<file path="config.mk">
export PLATFORM = sky130hd
export DESIGN_NAME = three_wire_rtc_serial_master
export DESIGN_NICKNAME = d
export VERILOG_FILES = /design/src/rtl/rtsm_pkg.sv /design/src/rtl/three_wire_rtc_serial_master.sv /design/src/rtl/rtsm_front.sv /design/src/rtl/rtsm_queue.sv /design/src/rtl/rtsm_back.sv
export SDC_FILE = /design/constraint.sdc
export NUM_CORES = 1
export LEC_CHECK = 0
export BUFFER_PORTS_ARGS = -buffer_cell sky130_fd_sc_hd__buf_2
export CELL_PAD_IN_SITES_DETAIL_PLACEMENT = 1
export CELL_PAD_IN_SITES_GLOBAL_PLACEMENT = 1
export CORE_AREA = 2 2 88 154
export DETAILED_ROUTE_END_ITERATION = 12
export DIE_AREA = 0 0 90 156
export PLACE_DENSITY_LB_ADDON = 0.1
export RECOVER_POWER = 50
export SYNTH_ARGS = -nofsm -noshare
export SYNTH_HDL_FRONTEND = slang
export SYNTH_SLANG_ARGS = --single-unit
</file>
<file path="constraint.sdc">
create_clock -name clk -period 3.7 [get_ports clk]
set_clock_uncertainty 0.05 [all_clocks]
set_input_delay 0.74 -clock clk [delete_from_list [all_inputs] [get_ports clk]]
set_output_delay 0.74 -clock clk [all_outputs]
set_load 0.05 [all_outputs]
</file>
<file path="src/rtl/rtsm_pkg.sv">
// ----------------------------------------------------------------------------
// rtsm_pkg
// Shared types and constants for the three-wire serial master.
// ----------------------------------------------------------------------------
package rtsm_pkg;

	// input kind codes as they arrive on the port
	localparam logic [1:0] KIND_TICK   = 2'd0;
	localparam logic [1:0] KIND_START  = 2'd1;
	localparam logic [1:0] KIND_SUPPLY = 2'd2;

	// configuration register indexes
	localparam logic CFG_BASE_OFFSET  = 1'b0;
	localparam logic CFG_BURST_OFFSET = 1'b1;

	localparam logic [6:0] BASE_OFFSET_RST  = 7'd64;
	localparam logic [6:0] BURST_OFFSET_RST = 7'd31;

	localparam int MAX_BURST_BYTES_DEF = 31;
	localparam int QUEUE_DEPTH         = 2;
	localparam int QUEUE_PTR_W         = $clog2(QUEUE_DEPTH);
	localparam int QUEUE_CNT_W         = $clog2(QUEUE_DEPTH + 1);

	typedef enum logic [1:0] {
		OP_TICK,
		OP_START,
		OP_SUPPLY,
		OP_NONE
	} op_kind_t;

	typedef enum logic [1:0] {
		PH_IDLE,
		PH_CMD,
		PH_WRITE,
		PH_READ
	} phase_t;

	// decoded item handed from front to back
	typedef struct packed {
		op_kind_t   op;
		logic       rd;
		logic [7:0] data;   // command byte on start, data byte on supply
		logic [4:0] count;
		logic       pin;
	} op_t;

	typedef struct packed {
		logic       chip_enable;
		logic       serial_clock;
		logic       data_out;
		logic       data_drive;
		logic [7:0] read_byte;
		logic       read_valid;
		logic       want_write_byte;
		logic       busy_res;
	} res_t;

endpackage

</file>
<file path="src/rtl/three_wire_rtc_serial_master.sv">
// ----------------------------------------------------------------------------
// three_wire_rtc_serial_master
// Tick-driven master for a three-wire clock-chip serial link, LSB first.
// ----------------------------------------------------------------------------
// Every input item (tick, start or write-byte supply) yields exactly one result
// carrying the line levels after that item. The block takes one item per clock
// cycle, sustained, while out_stall is low; a result waiting on out_stall lets
// three more items in behind it (input register and two-entry queue) before
// in_stall rises. An item passes an input register, a two-entry queue and the
// sequencer's output register, in that order; the sequencer updates the link
// state once per item. A tick is one half bit period: the first raises the
// serial clock, the second drops it and moves to the next bit. During a write
// the link waits with the clock low until the next byte is supplied
// (want_write_byte). The user must write the offsets through the cfg port only
// while no transfer is under way; the block itself does not enforce this.
module three_wire_rtc_serial_master #(
	parameter int MAX_BURST_BYTES = rtsm_pkg::MAX_BURST_BYTES_DEF
) (
	input  logic       clk,
	input  logic       arst_n,
	input  logic       cfg_we,
	input  logic       cfg_index,
	input  logic [6:0] cfg_data,
	input  logic       in_valid,
	output logic       in_stall,
	input  logic [1:0] kind,
	input  logic       read_op,
	input  logic       burst,
	input  logic [6:0] reg_address,
	input  logic [4:0] byte_count,
	input  logic [7:0] write_byte,
	input  logic       data_pin_in,
	output logic       out_valid,
	input  logic       out_stall,
	output logic       chip_enable,
	output logic       serial_clock,
	output logic       data_out,
	output logic       data_drive,
	output logic [7:0] read_byte,
	output logic       read_valid,
	output logic       want_write_byte,
	output logic       busy_res
);

	logic           push;
	rtsm_pkg::op_t  push_op;
	logic           q_full;
	logic           pop;
	logic           head_valid;
	rtsm_pkg::op_t  head_op;
	rtsm_pkg::res_t res;

	rtsm_front #(
		.MAX_BURST_BYTES(MAX_BURST_BYTES)
	) u_front (
		.clk         (clk),
		.arst_n      (arst_n),
		.cfg_we      (cfg_we),
		.cfg_index   (cfg_index),
		.cfg_data    (cfg_data),
		.in_valid    (in_valid),
		.in_stall    (in_stall),
		.kind        (kind),
		.read_op     (read_op),
		.burst       (burst),
		.reg_address (reg_address),
		.byte_count  (byte_count),
		.write_byte  (write_byte),
		.data_pin_in (data_pin_in),
		.push        (push),
		.push_op     (push_op),
		.q_full      (q_full)
	);

	rtsm_queue u_queue (
		.clk        (clk),
		.arst_n     (arst_n),
		.push       (push),
		.push_op    (push_op),
		.full       (q_full),
		.pop        (pop),
		.head_valid (head_valid),
		.head_op    (head_op)
	);

	rtsm_back u_back (
		.clk        (clk),
		.arst_n     (arst_n),
		.head_valid (head_valid),
		.head_op    (head_op),
		.pop        (pop),
		.out_valid  (out_valid),
		.out_stall  (out_stall),
		.res        (res)
	);

	assign chip_enable     = res.chip_enable;
	assign serial_clock    = res.serial_clock;
	assign data_out        = res.data_out;
	assign data_drive      = res.data_drive;
	assign read_byte       = res.read_byte;
	assign read_valid      = res.read_valid;
	assign want_write_byte = res.want_write_byte;
	assign busy_res        = res.busy_res;

	// master only drives the line inside a transaction
	a_drive_in_txn: assert property (@(posedge clk) disable iff (!arst_n)
		out_valid && data_drive |-> busy_res && chip_enable)
		else $error("data line driven outside a transaction");

	// a completed read byte never coincides with the master driving the line
	a_read_released: assert property (@(posedge clk) disable iff (!arst_n)
		out_valid && read_valid |-> !data_drive && !serial_clock)
		else $error("read byte completed while line driven or clock high");

	// waiting for a write byte holds the clock low with the line driven
	a_wait_clock_low: assert property (@(posedge clk) disable iff (!arst_n)
		out_valid && want_write_byte |-> busy_res && data_drive && !serial_clock)
		else $error("clock not held low while waiting for write byte");

	// idle link keeps all lines quiet
	a_idle_quiet: assert property (@(posedge clk) disable iff (!arst_n)
		out_valid && !busy_res |-> !chip_enable && !serial_clock && !data_out)
		else $error("link lines active while idle");

endmodule

</file>
<file path="src/rtl/rtsm_front.sv">
// ----------------------------------------------------------------------------
// rtsm_front
// Accepts input items, holds the offset registers, decodes each item and
// builds the command byte and byte count for a start.
// ----------------------------------------------------------------------------
module rtsm_front #(
	parameter int MAX_BURST_BYTES = rtsm_pkg::MAX_BURST_BYTES_DEF
) (
	input  logic           clk,
	input  logic           arst_n,
	input  logic           cfg_we,
	input  logic           cfg_index,
	input  logic [6:0]     cfg_data,
	input  logic           in_valid,
	output logic           in_stall,
	input  logic [1:0]     kind,
	input  logic           read_op,
	input  logic           burst,
	input  logic [6:0]     reg_address,
	input  logic [4:0]     byte_count,
	input  logic [7:0]     write_byte,
	input  logic           data_pin_in,
	output logic           push,
	output rtsm_pkg::op_t  push_op,
	input  logic           q_full
);

	logic [6:0]    base_offset_q;
	logic [6:0]    burst_offset_q;
	logic          valid_s1;
	rtsm_pkg::op_t op_s1;
	rtsm_pkg::op_t op_dec;
	logic [6:0]    addr;
	logic [4:0]    cnt;
	logic          accept;

	always_ff @(posedge clk or negedge arst_n) begin
		if (!arst_n) begin
			base_offset_q  <= rtsm_pkg::BASE_OFFSET_RST;
			burst_offset_q <= rtsm_pkg::BURST_OFFSET_RST;
		end else if (cfg_we) begin
			unique case (cfg_index)
				rtsm_pkg::CFG_BASE_OFFSET:  base_offset_q  <= cfg_data;
				rtsm_pkg::CFG_BURST_OFFSET: burst_offset_q <= cfg_data;
				default: ;
			endcase
		end
	end

	always_comb begin
		// 7-bit add wraps on its own
		addr = reg_address + base_offset_q + (burst ? burst_offset_q : 7'd0);
		cnt  = (!burst || byte_count == 5'd0) ? 5'd1 : byte_count;
		if (cnt > 5'(MAX_BURST_BYTES))
			cnt = 5'(MAX_BURST_BYTES);

		op_dec       = '0;
		op_dec.rd    = read_op;
		op_dec.count = cnt;
		op_dec.pin   = data_pin_in;
		unique case (kind)
			rtsm_pkg::KIND_TICK: begin
				op_dec.op = rtsm_pkg::OP_TICK;
			end
			rtsm_pkg::KIND_START: begin
				op_dec.op   = rtsm_pkg::OP_START;
				op_dec.data = {addr, read_op};
			end
			rtsm_pkg::KIND_SUPPLY: begin
				op_dec.op   = rtsm_pkg::OP_SUPPLY;
				op_dec.data = write_byte;
			end
			default: begin
				op_dec.op = rtsm_pkg::OP_NONE;
			end
		endcase
	end

	assign in_stall = valid_s1 && q_full;
	assign accept   = in_valid && !in_stall;
	assign push     = valid_s1 && !q_full;
	assign push_op  = op_s1;

	always_ff @(posedge clk or negedge arst_n) begin
		if (!arst_n) begin
			valid_s1 <= 1'b0;
		end else if (accept) begin
			valid_s1 <= 1'b1;
		end else if (push) begin
			valid_s1 <= 1'b0;
		end
	end

	always_ff @(posedge clk) begin
		if (accept)
			op_s1 <= op_dec;
	end

endmodule

</file>
<file path="src/rtl/rtsm_queue.sv">
// ----------------------------------------------------------------------------
// rtsm_queue
// Short queue of decoded items between the front and the link sequencer.
// ----------------------------------------------------------------------------
module rtsm_queue (
	input  logic           clk,
	input  logic           arst_n,
	input  logic           push,
	input  rtsm_pkg::op_t  push_op,
	output logic           full,
	input  logic           pop,
	output logic           head_valid,
	output rtsm_pkg::op_t  head_op
);

	rtsm_pkg::op_t                       mem [rtsm_pkg::QUEUE_DEPTH];
	logic [rtsm_pkg::QUEUE_PTR_W-1:0]    wr_ptr_q;
	logic [rtsm_pkg::QUEUE_PTR_W-1:0]    rd_ptr_q;
	logic [rtsm_pkg::QUEUE_CNT_W-1:0]    count_q;

	assign full       = count_q == rtsm_pkg::QUEUE_CNT_W'(rtsm_pkg::QUEUE_DEPTH);
	assign head_valid = count_q != '0;
	assign head_op    = mem[rd_ptr_q];

	always_ff @(posedge clk or negedge arst_n) begin
		if (!arst_n) begin
			wr_ptr_q <= '0;
			rd_ptr_q <= '0;
			count_q  <= '0;
		end else begin
			if (push)
				wr_ptr_q <= (wr_ptr_q == rtsm_pkg::QUEUE_PTR_W'(rtsm_pkg::QUEUE_DEPTH - 1))
					? '0 : wr_ptr_q + 1'b1;
			if (pop)
				rd_ptr_q <= (rd_ptr_q == rtsm_pkg::QUEUE_PTR_W'(rtsm_pkg::QUEUE_DEPTH - 1))
					? '0 : rd_ptr_q + 1'b1;
			if (push && !pop)
				count_q <= count_q + 1'b1;
			else if (pop && !push)
				count_q <= count_q - 1'b1;
		end
	end

	always_ff @(posedge clk) begin
		if (push)
			mem[wr_ptr_q] <= push_op;
	end

endmodule

</file>
<file path="src/rtl/rtsm_back.sv">
// ----------------------------------------------------------------------------
// rtsm_back
// Link sequencer: steps the serial link once per decoded item and registers
// the line levels and read data in the output stage.
// ----------------------------------------------------------------------------
module rtsm_back (
	input  logic           clk,
	input  logic           arst_n,
	input  logic           head_valid,
	input  rtsm_pkg::op_t  head_op,
	output logic           pop,
	output logic           out_valid,
	input  logic           out_stall,
	output rtsm_pkg::res_t res
);

	rtsm_pkg::phase_t phase_q, phase_n;
	logic [7:0]       shift_q, shift_n;
	logic [2:0]       bit_q, bit_n;
	logic             half_q, half_n;
	logic [4:0]       left_q, left_n;
	logic             reading_q, reading_n;
	logic             enable_q, enable_n;
	logic             pending_q, pending_n;
	logic             out_valid_q;
	rtsm_pkg::res_t   res_q;
	rtsm_pkg::res_t   res_n;
	logic             finish;

	assign pop       = head_valid && (!out_valid_q || !out_stall);
	assign out_valid = out_valid_q;
	assign res       = res_q;

	always_ff @(posedge clk or negedge arst_n) begin
		if (!arst_n) begin
			phase_q   <= rtsm_pkg::PH_IDLE;
			shift_q   <= '0;
			bit_q     <= '0;
			half_q    <= 1'b0;
			left_q    <= '0;
			reading_q <= 1'b0;
			enable_q  <= 1'b0;
			pending_q <= 1'b0;
		end else if (pop) begin
			phase_q   <= phase_n;
			shift_q   <= shift_n;
			bit_q     <= bit_n;
			half_q    <= half_n;
			left_q    <= left_n;
			reading_q <= reading_n;
			enable_q  <= enable_n;
			pending_q <= pending_n;
		end
	end

	always_comb begin
		phase_n   = phase_q;
		shift_n   = shift_q;
		bit_n     = bit_q;
		half_n    = half_q;
		left_n    = left_q;
		reading_n = reading_q;
		enable_n  = enable_q;
		pending_n = pending_q;
		finish    = 1'b0;
		res_n     = '0;

		unique case (head_op.op)
			rtsm_pkg::OP_TICK: begin
				// a write with no byte supplied yet holds the link
				if (phase_q != rtsm_pkg::PH_IDLE &&
				    !(phase_q == rtsm_pkg::PH_WRITE && !pending_q)) begin
					if (!half_q) begin
						// sample just before the rising clock
						if (phase_q == rtsm_pkg::PH_READ && head_op.pin)
							shift_n[bit_q] = 1'b1;
						half_n = 1'b1;
					end else begin
						half_n = 1'b0;
						if (phase_q != rtsm_pkg::PH_READ)
							shift_n = {1'b0, shift_q[7:1]};
						bit_n = bit_q + 3'd1;
						if (bit_n == 3'd0) begin
							unique case (phase_q)
								rtsm_pkg::PH_CMD: begin
									shift_n = '0;
									if (reading_q) begin
										phase_n = rtsm_pkg::PH_READ;
									end else begin
										phase_n   = rtsm_pkg::PH_WRITE;
										pending_n = 1'b0;
									end
								end
								rtsm_pkg::PH_WRITE: begin
									pending_n = 1'b0;
									finish    = 1'b1;
								end
								rtsm_pkg::PH_READ: begin
									res_n.read_byte  = shift_q;
									res_n.read_valid = 1'b1;
									shift_n          = '0;
									finish           = 1'b1;
								end
								default: ;
							endcase
						end
					end
				end
			end
			rtsm_pkg::OP_START: begin
				if (phase_q == rtsm_pkg::PH_IDLE) begin
					shift_n   = head_op.data;
					bit_n     = '0;
					half_n    = 1'b0;
					left_n    = head_op.count;
					reading_n = head_op.rd;
					enable_n  = 1'b1;
					pending_n = 1'b0;
					phase_n   = rtsm_pkg::PH_CMD;
				end
			end
			rtsm_pkg::OP_SUPPLY: begin
				if (phase_q == rtsm_pkg::PH_WRITE && !pending_q) begin
					shift_n   = head_op.data;
					pending_n = 1'b1;
					bit_n     = '0;
					half_n    = 1'b0;
				end
			end
			default: ;
		endcase

		if (finish) begin
			if (left_q != 5'd0)
				left_n = left_q - 5'd1;
			if (left_n == 5'd0) begin
				phase_n   = rtsm_pkg::PH_IDLE;
				enable_n  = 1'b0;
				reading_n = 1'b0;
				shift_n   = '0;
				pending_n = 1'b0;
			end
		end

		res_n.chip_enable  = enable_n;
		res_n.serial_clock = (phase_n != rtsm_pkg::PH_IDLE) && half_n;
		res_n.data_drive   = phase_n == rtsm_pkg::PH_CMD || phase_n == rtsm_pkg::PH_WRITE;
		res_n.data_out     = (phase_n == rtsm_pkg::PH_CMD ||
		                      (phase_n == rtsm_pkg::PH_WRITE && pending_n)) && shift_n[0];
		res_n.want_write_byte = phase_n == rtsm_pkg::PH_WRITE && !pending_n;
		res_n.busy_res     = phase_n != rtsm_pkg::PH_IDLE;
	end

	always_ff @(posedge clk or negedge arst_n) begin
		if (!arst_n) begin
			out_valid_q <= 1'b0;
		end else if (pop) begin
			out_valid_q <= 1'b1;
		end else if (!out_stall) begin
			out_valid_q <= 1'b0;
		end
	end

	always_ff @(posedge clk) begin
		if (pop)
			res_q <= res_n;
	end

endmodule

</file>
Word-level counts from Yosys, hierarchy flattened --
Memory sizes are Yosys's and may differ from the RTL's. Cells that the tools add are included.
Cells by class: $add $sub $neg 8, $lt $le $gt $ge 3, equality and inequality tests 16, multiplexer cells 75, bitwise logic cells 2, reduce and logical (&&, ||, !) cells 48
Operator list (number):
- 8-bit two-way mux | 10
- 1-bit two-way mux | 36
- 5-bit two-way mux | 6
- 8-bit case mux with 3 select lines | 1
- 2-bit two-way mux | 9
- 8-bit case mux with 2 select lines | 1
- 7-bit adder | 2
- 1-bit logical AND | 14
- 2-bit == test, second input constant | 6
- 3-bit two-way mux | 4
- 1-bit zero test | 10
- 5-bit zero test | 2
- 2-bit by 1-bit inequality test with 1-bit output, second input constant | 5
- 2-bit nonzero test | 5
- 3-bit case mux with 3 select lines | 1
- 2-bit by 1-bit == test with 1-bit output, second input constant | 4
- 8-bit bitwise OR | 1
- 7-bit two-way mux | 1
- 2-bit zero test | 3
- 1-bit case mux with 3 select lines | 2
- 2-bit case mux with 3 select lines | 1
- 6-bit AND reduction | 1
- 5-bit greater-than comparator, second input constant | 1
- 5-bit AND reduction | 1
- 19 further kinds | 25
Storage, ports and cells: flip-flop bits (word level) 74, RAM bits 34, input port bits 38, output and inout bits 17, word-level logic and storage cells 181, memories kept 1
Memory list:
- u_queue.mem | words 2, bits a word 17, rd ports 1, clocked after memory_dff 0, write ports 1, line rtsm_queue.sv:16 | rtsm_pkg::op_t mem [rtsm_pkg::QUEUE_DEPTH];

Longest topological paths before layout --
Gate-level depths: netlist (run 1).
depth after elaboration 15, gate-level depth with buffers 14, mapped depth without buffers 11

Cells and area by module --
Synthesis (run 1) repeated with hierarchy kept, for this count alone.
Unflattened totals: cells, all modules 446, area total of the unflattened synthesis 5627.9 um2
By module, submodules not included:
- rtsm_back | times used 1, cells each 255, area each 2486.1 um2, sequential area each 1026.0 um2
- rtsm_front | times used 1, cells each 122, area each 1675.4 um2, sequential area each 893.4 um2
- rtsm_queue | times used 1, cells each 69, area each 1466.4 um2, sequential area each 1121.1 um2

Least setup slack after synthesis (run 1) --
OpenSTA, ideal clock, no wires.
path type register -> register, from register u_queue.rd_ptr_q, to register u_back.res_q (netlist bit u_back.res[12]) (data pin), setup time 271 ps, data arrival time 3272 ps, required time 3379 ps, setup slack 108 ps, cell stages (with the launch flop) 14, clock period less this slack 3592 ps, path through dfrtp_1 -> buf_2 -> buf_1 -> mux2i_1 -> ha_1 -> and2_1 -> clkbuf_1 -> nor4_2 -> nor3_2 -> nor3_2 -> or2_1 -> ha_1 -> a21oi_1 -> a211oi_1
RTL lines:
- start, declared | line rtsm_queue.sv:18 | logic [rtsm_pkg::QUEUE_PTR_W-1:0] rd_ptr_q;
- start signal, assigned | line rtsm_queue.sv:35 | rd_ptr_q <= (rd_ptr_q == rtsm_pkg::QUEUE_PTR_W'(rtsm_pkg::QUEUE_DEPTH - 1))
- end signal, assigned | line rtsm_back.sv:166 | res_q <= res_n;
- end, declared | line rtsm_back.sv:26 | rtsm_pkg::res_t res_q;

==> impl_metrics.toml, run 1 <==
[worst_setup_path]
crit_path_end = "u_back.res[12]"
cp_slowest_stage_delay_ns = 0.52
endpoint_kind = "flip-flop"
worstPathArrival_ns = 3.09
cp-startpoint = "u_queue.rd_ptr_q"
critical_path.max_fanout = 6
cp-start-kind = "flip-flop"
worstRegToRegCells = 11
path_cells = "mux2i_1, inv_1, ha_1, nand2_1, a211oi_2, nor3_2, nor3_2, or2_1, ha_1, a21oi_1, a211oi_1"
r2r_slack_ns = 0.63
crit_type = "reg -> reg"
cp_data_required_time_ns = 3.72
cpMaxStageDelayCell = "nor3_2"
worstReg2RegEnd = "u_back.res[12]"
worstReg2RegStart = "u_queue.rd_ptr_q"

[logic_synthesis]
synthDistinctLibCells = 67
synth_seq_cells = 108
synth_top_area_share_pct = 35.8
synth_top_cell_by_area = "edfxtp_1"
synth.most_common_cell = "edfxtp_1"
ys_seq_area_share_pct = 54.9
yosys-top-cells-count = "66 x edfxtp_1, 36 x dfrtp_1, 26 x nand2_1"
synth_fp_nets = 514
avgSynthCellArea_um2 = 12.5
ys_async_sr_fraction_pct = 38.9
yosys-top-cells-area = "edfxtp_1 36%, dfrtp_1 16%, ha_1 5.6%, mux2_2 3.0%, mux2i_1 2.9%"
ys_warn_count = 0
synth_ff_type = "edfxtp_1"
synth_edf_count = 66
syn_area_um2 = 5540
postSynthCellCount = 444

[cts]
htree_levels = 3
clock-sinks = 108
ctsHoldBuffers = 0
post_cts_buffers = 0
clk_pin_slew_ns = 0.08
clock-root-buffer = "clkbuf_16"
cts_resized = 0
cts_buffers = 9
cts_tree = "built"
clkLatencyLatePin_ns = 0.35
cts_buffer_depth = 2

[die]
rows = 55
core_region_area_um2 = 12800
start_util_pct = 43.3
fp.dieH_um = 156
die_area_um2 = 14000
die_width_um = 90
pin_count = 55

[pwr]
p_leak_nw = 2.55
power_mw = 4.58
peakVddDrop_mv = 0.338
p_per_area_nw_per_um2 = 723

[timing]
grt_setup_unrepaired = "false"
fin_ws_ns = 0.627
finalMaxSlewViolations = 43
fmax_mhz = 325
post-route-period-util_pct = 83.0
slew_headroom_pct = -69.8
hold_viol_final = 0
finalSetupViolCount = 0
min_period_ns = 3.07
tns_ns = 0
worst_slew_pin_slew_ns = 2.55
finalHoldWorstSlack_ns = 0.396

[global_route]
grtUsageTotal_pct = 18.7
grt_max_degree = 43
antenna_found_initial = 0
gr-total-overflow = 0
grt_pass1_wl_um = 20300
grt_pass1_vias = 3989

[drt]
wl_per_cell_um = 18.2
dr.pass1.iters = 4
vias = 3759
drt_iter0_drc = 110
drc = 0
via_per_inst = 5.50
wl_um = 12400
drtAntennaViolNets = 0

[finish]
area_growth_pct = 14.3
multiInputGateArea_um2 = 2360
drive_above_1_share_pct = 21.5
fillCellCount = 1392
utilization_pct = 49.5
layout.nets = 577
register_area_um2 = 3040
antenna_cells = 0

[outcome]
status = "complete, but fails checks"
failed_checks = "capacitance limit, slew limit"

[job]
maxCapViolations = 1

[place]
pre_cts_ws_ns = 0.556
dp_hpwl_um = 9740
io_buffers = 54
place.gp.congestion = 0.858

[worst_hold_path]
hp-class = "reg -> reg"
hold_depth = 0
-- per-layer routing --
metal  track usage, %  up-vias  part of all wire (%)
li1                 -     1768                     -
met1             18.5     1874                    35
met2             36.3       87                    58
met3             3.33       30                   2.7
met4             10.5        0                   5.0
met5                0        -                     0
-- cell families after synthesis --
family / share of synthesized area, %
adders and majority gates: 8.17
muxes: 5.94
xor gates and xnor gates: 2.35
buffers and inverters: 2.46
DFF: 54.9
AOI/OAI and AO/OA: 13.3
and+or+nand+nor: 12.9
-- worst max-delay path: cells and delay by family, from the launching register on --
kind	cells	cell delay, ns
adders and majority gates	2	0.47
buffers and inverters	1	0.10
AOI/OAI and AO/OA	3	0.28
DFF	1	0.42
muxes	1	0.31
and+or+nand+nor	4	1.15
-- metrics by stage --
step,std cells,area [µm²]
floorplan,444,5540
global placement,667,6050
detailed placement,667,6050
CTS,683,6350
global route,683,6340
finish,683,6340
-- how the worst min path moves through the flow --
stage | startpoint | endpoint | slack (ns)
2_1_floorplan | u_front.push_op[0] | u_queue.mem[0][0] | 0.37
4_1_cts | u_front.push_op[6] | u_queue.mem[0][6] | 0.40
3_3_place_gp | u_front.push_op[7] | u_queue.mem[1][7] | 0.37
3_5_place_dp | u_front.push_op[6] | u_queue.mem[0][6] | 0.38
5_1_grt | u_front.push_op[6] | u_queue.mem[0][6] | 0.41
6_report | u_front.push_op[6] | u_queue.mem[0][6] | 0.40
-- power breakdown --
group | internal, mW | switching (mW) | total (mW)
clock | 0.541 | 0.462 | 1.00
combinational | 0.594 | 1.11 | 1.71
sequential | 1.68 | 0.191 | 1.87
-- final cells by class --
cell class	count	share of cell area, %
Inverter	18	1.07
Multi-Input combinational cell	304	37.3
Clock inverter	6	1.20
Sequential cell	108	48.0
Tap cell	171	3.38
Timing Repair Buffer	66	5.43
Clock buffer	10	3.61
-- flip-flops by register name, indices dropped and copies added, names as in the netlist, 2 cells and up --
name,count
u_back.left_q,5
u_front.push_op,17
u_back.shift_q,8
u_queue.mem,34
u_front.burst_offset_q,7
u_back.res,15
u_back.bit_q,3
u_front.base_offset_q,7
u_back.phase_q,2
u_queue.count_q,2
-- placed cells by master (no fill, tap or decap), types with 9 or more instances in the layout --
cell,instances
buf_4,10
a21oi_1,11
o21ai_0,19
o22ai_1,11
clkbuf_16,9
nor2_1,25
a22oi_1,14
edfxtp_1,66
and2_1,20
dfrtp_1,36
nand2_1,26
ha_1,25
clkbuf_1,10
inv_1,18
mux2i_1,16
mux2_2,15
buf_2,47
Note: power is estimated with default switching activity, not from simulation.
==> inputs of run 2 (changes only) <==
--- a/config.mk
+++ b/config.mk
@@ -8,9 +8,9 @@
 export BUFFER_PORTS_ARGS = -buffer_cell sky130_fd_sc_hd__buf_2
 export CELL_PAD_IN_SITES_DETAIL_PLACEMENT = 1
 export CELL_PAD_IN_SITES_GLOBAL_PLACEMENT = 1
-export CORE_AREA = 2 2 88 154
+export CORE_AREA = 2 2 87 152
 export DETAILED_ROUTE_END_ITERATION = 12
-export DIE_AREA = 0 0 90 156
+export DIE_AREA = 0 0 89 154
 export PLACE_DENSITY_LB_ADDON = 0.1
 export RECOVER_POWER = 50
 export SYNTH_ARGS = -nofsm -noshare
==> constraint.sdc (replaced) <==
create_clock -name clk -period 2.9 [get_ports clk]
set_clock_uncertainty 0.05 [all_clocks]
set_input_delay 0.58 -clock clk [delete_from_list [all_inputs] [get_ports clk]]
set_output_delay 0.58 -clock clk [all_outputs]
set_load 0.05 [all_outputs]
==> run 2 against run 1 <==
The run now ends clean. Hold slack worse by 0.10 ns. Register-to-register slack got worse by 0.51 ns. Sequential power is 27% higher. Non-clock buffer count up 23. Setup slack got worse by 0.51 ns.
==> impl_metrics.toml, run 2 (synthesis gave the netlist of run 1 again) <==
[outcome]
status = "finished, final reports clean"

[finish]
top_register = "u_queue.mem"
layout.nets = 600
largest_reg_flops = 34
drive_above_1_share_pct = 26.2
stdcell_count = 703
final_common_cell = "edfxtp_1"
antenna_cells = 0
utilization_pct = 52.7
layout_common_cells = "66 x edfxtp_1, 46 x buf_2, 35 x dfrtp_1"
area_growth_pct = 18.3

[timing]
min_period_ns = 2.78
fmax_mhz = 359
hold_viol_final = 0
post-route-period-util_pct = 95.9
finalHoldWorstSlack_ns = 0.291
worst_slew_pin_slew_ns = 0.967
finalSetupViolCount = 0
finalMaxSlewViolations = 0
tns_ns = 0
slew_headroom_pct = 35.5

[pwr]
p_per_area_nw_per_um2 = 920
p_leak_nw = 2.68
peakVddDrop_mv = 0.408
power_mw = 6.03

[cts]
clock-sinks = 108
clkLatencyLatePin_ns = 0.36
htree_levels = 3
cts_buffers = 9
clk_pin_slew_ns = 0.08
cts_tree = "built"
clock-root-buffer = "clkbuf_16"
post_cts_buffers = 0
cts_buffer_depth = 2

[drt]
dr.pass1.iters = 4
via_per_inst = 5.48
drc = 0
drt_iter0_drc = 100
wl_um = 13100
vias = 3855
wl_per_cell_um = 18.7
drtAntennaViolNets = 0

[worst_setup_path]
worstRegToRegCells = 10
crit_type = "reg -> reg"
worstPathArrival_ns = 2.83
endpoint_kind = "flip-flop"
cp_data_required_time_ns = 2.95
r2r_slack_ns = 0.12
cp-start-kind = "flip-flop"
worstReg2RegStart = "u_back.phase_q[0]"
worstReg2RegEnd = "u_back.res[12]"
critical_path.max_fanout = 5

[worst_hold_path]
hp-class = "in -> async"

[place]
place.gp.congestion = 0.858
dp_hpwl_um = 10300
io_buffers = 54
dp.cells = 687

[global_route]
grt_max_degree = 27
grtUsageTotal_pct = 20.6
grt_pass1_wl_um = 21100
gr-total-overflow = 0
antenna_found_initial = 0
grt_pass1_vias = 4206

[die]
core_region_area_um2 = 12400
die_width_um = 89
fp.dieH_um = 154
rows = 54
pin_count = 55
start_util_pct = 44.6
die_area_um2 = 13700

[job]
maxCapViolations = 0
==> run 2: cell types whose count changed in the layout (fill, tap and decap cells not counted), sizes merged <==
cell,change
clkbuf,+2
inv,-1
buf,+20
bufinv,-1
clkinv,+2
clkinvlp,+1
==> run 2: power by group <==
group | total [mW] | internal, mW | switching (mW) | leakage [nW]
logic | 2.40 | 0.880 | 1.52 | 1.40
clock network | 1.25 | 0.616 | 0.638 | 0.144
registers | 2.37 | 2.15 | 0.224 | 1.14
==> run 2: timing repair <==
action                                  4_1_cts  5_1_grt
endpoints found under the setup margin        0        1
hold endpoints to repair                      0        0
hold buffers                                  0        0
resized for setup                             0        4
==> run 2: routing by layer <==
layer / wire, µm / part of all wire (%) / vias up / track usage (%)
met3: 336 / 2.6 / 31 / 3.27
li1: - / - / 1812 / -
met1: 4490 / 34 / 1921 / 19.6
met2: 7760 / 59 / 91 / 40.4
met4: 551 / 4.2 / 0 / 9.88
met5: 0 / 0 / - / 0
==> run 2: area by class of cell <==
class                           instances  area, µm²
Tap cell                              168        210
Multi-Input combinational cell        304       2430
Timing Repair Buffer                   89        509
Clock inverter                          7       77.6
Inverter                               18       67.6
Sequential cell                       108       3040
Clock buffer                            9        225
Fill cell                            1365       5870
==> run 2: worst max path at each step <==
stage	start	end	depth (start not counted)
after floorplan	u_queue.rd_ptr_q	u_back.res[12]	13
after global placement	burst	u_front.push_op[12]	10
after detailed placement	burst	u_front.push_op[12]	10
after CTS	u_queue.rd_ptr_q	u_back.res[12]	11
after global routing	u_back.phase_q[0]	u_back.res[12]	11
final	u_back.phase_q[0]	u_back.res[12]	10
==> run 2: critical path, stage by stage, from the launching register on <==
cell	delay, ns
dfrtp_1	0.39
inv_1	0.12
ha_1	0.31
nand2b_1	0.19
and4bb_2	0.37
and4_1	0.22
nor3_2	0.06
or2_1	0.24
ha_1	0.23
a21oi_2	0.24
a211oi_1	0.08
==> run 2: metrics by stage <==
stage | setup WS [ns] | cell area, µm²
floorplan | 0.00466 | 5610
global placement | 0.00720 | 6260
detailed placement | -0.0200 | 6260
CTS | 0.00386 | 6570
global route | -0.00738 | 6560
finish | 0.118 | 6560
==> inputs of run 3 (changes only) <==
--- a/config.mk
+++ b/config.mk
@@ -6,12 +6,9 @@
 export NUM_CORES = 1
 export LEC_CHECK = 0
 export BUFFER_PORTS_ARGS = -buffer_cell sky130_fd_sc_hd__buf_2
-export CELL_PAD_IN_SITES_DETAIL_PLACEMENT = 1
-export CELL_PAD_IN_SITES_GLOBAL_PLACEMENT = 1
-export CORE_AREA = 2 2 87 152
+export CORE_AREA = 5 5 90 155
 export DETAILED_ROUTE_END_ITERATION = 12
-export DIE_AREA = 0 0 89 154
-export PLACE_DENSITY_LB_ADDON = 0.1
+export DIE_AREA = 0 0 95 160
 export RECOVER_POWER = 50
 export SYNTH_ARGS = -nofsm -noshare
 export SYNTH_HDL_FRONTEND = slang
==> constraint.sdc (replaced) <==
create_clock -name clk -period 2.8 [get_ports clk]
set_clock_uncertainty 0.05 [all_clocks]
set_input_delay 0.56 -clock clk [delete_from_list [all_inputs] [get_ports clk]]
set_output_delay 0.56 -clock clk [all_outputs]
set_load 0.05 [all_outputs]
==> run 3 against run 2 <==
First-iteration DRC count grew 12%. Final area grew 0.44%. Register-to-register slack is essentially flat. Routed wire length shrank 10%. Combinational power is essentially flat. Critical path depth is the same. Non-clock buffer count shrank 3. Total power grew 1.2%. Flip-flop and latch count is the same. Critical path type unchanged. Largest cell class unchanged.
==> impl_metrics.toml, run 3 (synthesis gave the netlist of run 1 again) <==
[cts]
clock-root-buffer = "clkbuf_16"
clk_pin_slew_ns = 0.08
cts_buffers = 9
cts_tree = "built"
clock-sinks = 108
cts_buffer_depth = 2
ctsHoldBuffers = 0
htree_levels = 3
clkLatencyLatePin_ns = 0.35

[timing]
fin_ws_ns = 0.115
worst_slew_pin_slew_ns = 1.35
finalSetupViolCount = 0
fmax_mhz = 372
tns_ns = 0
finalMaxSlewViolations = 0
hold_viol_final = 0
grt_setup_unrepaired = "false"
finalHoldWorstSlack_ns = 0.341
post-route-period-util_pct = 95.9
slew_headroom_pct = 10.0
min_period_ns = 2.68

[drt]
drc = 0
drtAntennaViolNets = 0
wl_um = 11800
wl_per_cell_um = 16.8
drt_iter0_drc = 112
via_per_inst = 5.34
dr.pass1.iters = 4
vias = 3737

[worst_setup_path]
worstPathArrival_ns = 2.81
worstRegToRegCells = 10
cp_data_required_time_ns = 2.93
r2r_slack_ns = 0.12
endpoint_kind = "flip-flop"
path_cells = "inv_2, ha_4, or4b_4, nor4_4, nor3_4, or3_4, nand2_2, ha_1, a21oi_1, a211oi_1"
worstReg2RegEnd = "u_back.res[12]"
worstReg2RegStart = "u_back.left_q[1]"
critical_path.max_fanout = 6
cp-start-kind = "flip-flop"
crit_type = "reg -> reg"
cp_slowest_stage_delay_ns = 0.56
crit_path_end = "u_back.res[12]"
cpMaxStageDelayCell = "or4b_4"
cp-startpoint = "u_back.left_q[1]"

[finish]
stdcell_count = 700
largest_reg_flops = 34
final_area_um2 = 6590
top_register = "u_queue.mem"
utilization_pct = 53.0
final_common_cell = "edfxtp_1"
antenna_cells = 0
drive_above_1_share_pct = 28.4
layout.nets = 597
area_growth_pct = 18.9
layout_common_cells = "66 x edfxtp_1, 50 x buf_2, 35 x dfrtp_1"

[die]
pin_count = 55
core_region_area_um2 = 12400
start_util_pct = 44.6
die_width_um = 95
rows = 54
die_area_um2 = 15200
fp.dieH_um = 160

[global_route]
grt_max_degree = 23
grt_pass1_vias = 3945
gr-total-overflow = 0
grt_pass1_wl_um = 19100
grtUsageTotal_pct = 16.3
antenna_found_initial = 0

[place]
dp_hpwl_um = 9330
pre_cts_ws_ns = -0.121
dp.cells = 681
placed_area_um2 = 6250
place.gp.congestion = 0.916
io_buffers = 54

[pwr]
p_per_area_nw_per_um2 = 926
p_leak_nw = 2.68
peakVddDrop_mv = 0.390
power_mw = 6.10

[job]
maxCapViolations = 0

[worst_hold_path]
hp-class = "in -> reg"

[outcome]
status = "finished, final reports clean"
-- run 3: metal layers --
metal  share of wire [%]  global-route usage, %
met5                   0                      0
met4                 3.6                   6.90
met3                 4.2                   3.53
met2                  57                   31.5
met1                  35                   16.0
-- run 3: worst min path at each step --
stage / endpoint / slack (ns) / startpoint / cells past startpoint
after floorplan: u_back.bit_q[0] / 0.21 / arst_n / 0
after global placement: u_queue.mem[0][5] / 0.37 / u_front.push_op[5] / 0
after detailed placement: u_queue.mem[0][14] / 0.38 / u_front.push_op[14] / 0
after CTS: u_back.enable_q / 0.15 / arst_n / 1
after global routing: u_front.push_op[0] / 0.34 / data_pin_in / 1
final: u_front.push_op[0] / 0.34 / data_pin_in / 1
-- run 3: worst max-delay path, delay by kind of cell, from the launching register on --
kind / cells / cell delay (ns)
fa+ha+maj: 2 / 0.28
compound gates: 2 / 0.28
flops: 1 / 0.42
buf+inv: 1 / 0.08
simple gates: 5 / 1.40
-- run 3: cell type report --
type,count,area [µm²]
flip-flops and latches,108,3040
clock inverters,7,70.1
repair buffers,86,490
multi-input cells,304,2480
clock buffers,9,225
well taps,168,210
fillers,1145,5850
inverters,18,67.6
-- run 3: where the power goes --
group | switching (mW) | internal, mW | leakage (nW)
Clock | 0.616 | 0.629 | 0.147
Combinational | 1.49 | 0.906 | 1.39
Sequential | 0.232 | 2.23 | 1.14
-- run 3: repair_timing --
action | 4_1_cts | 5_1_grt
setup endpoints to repair | 0 | 3
setup buffers | 0 | 3
gates resized for setup | 0 | 13
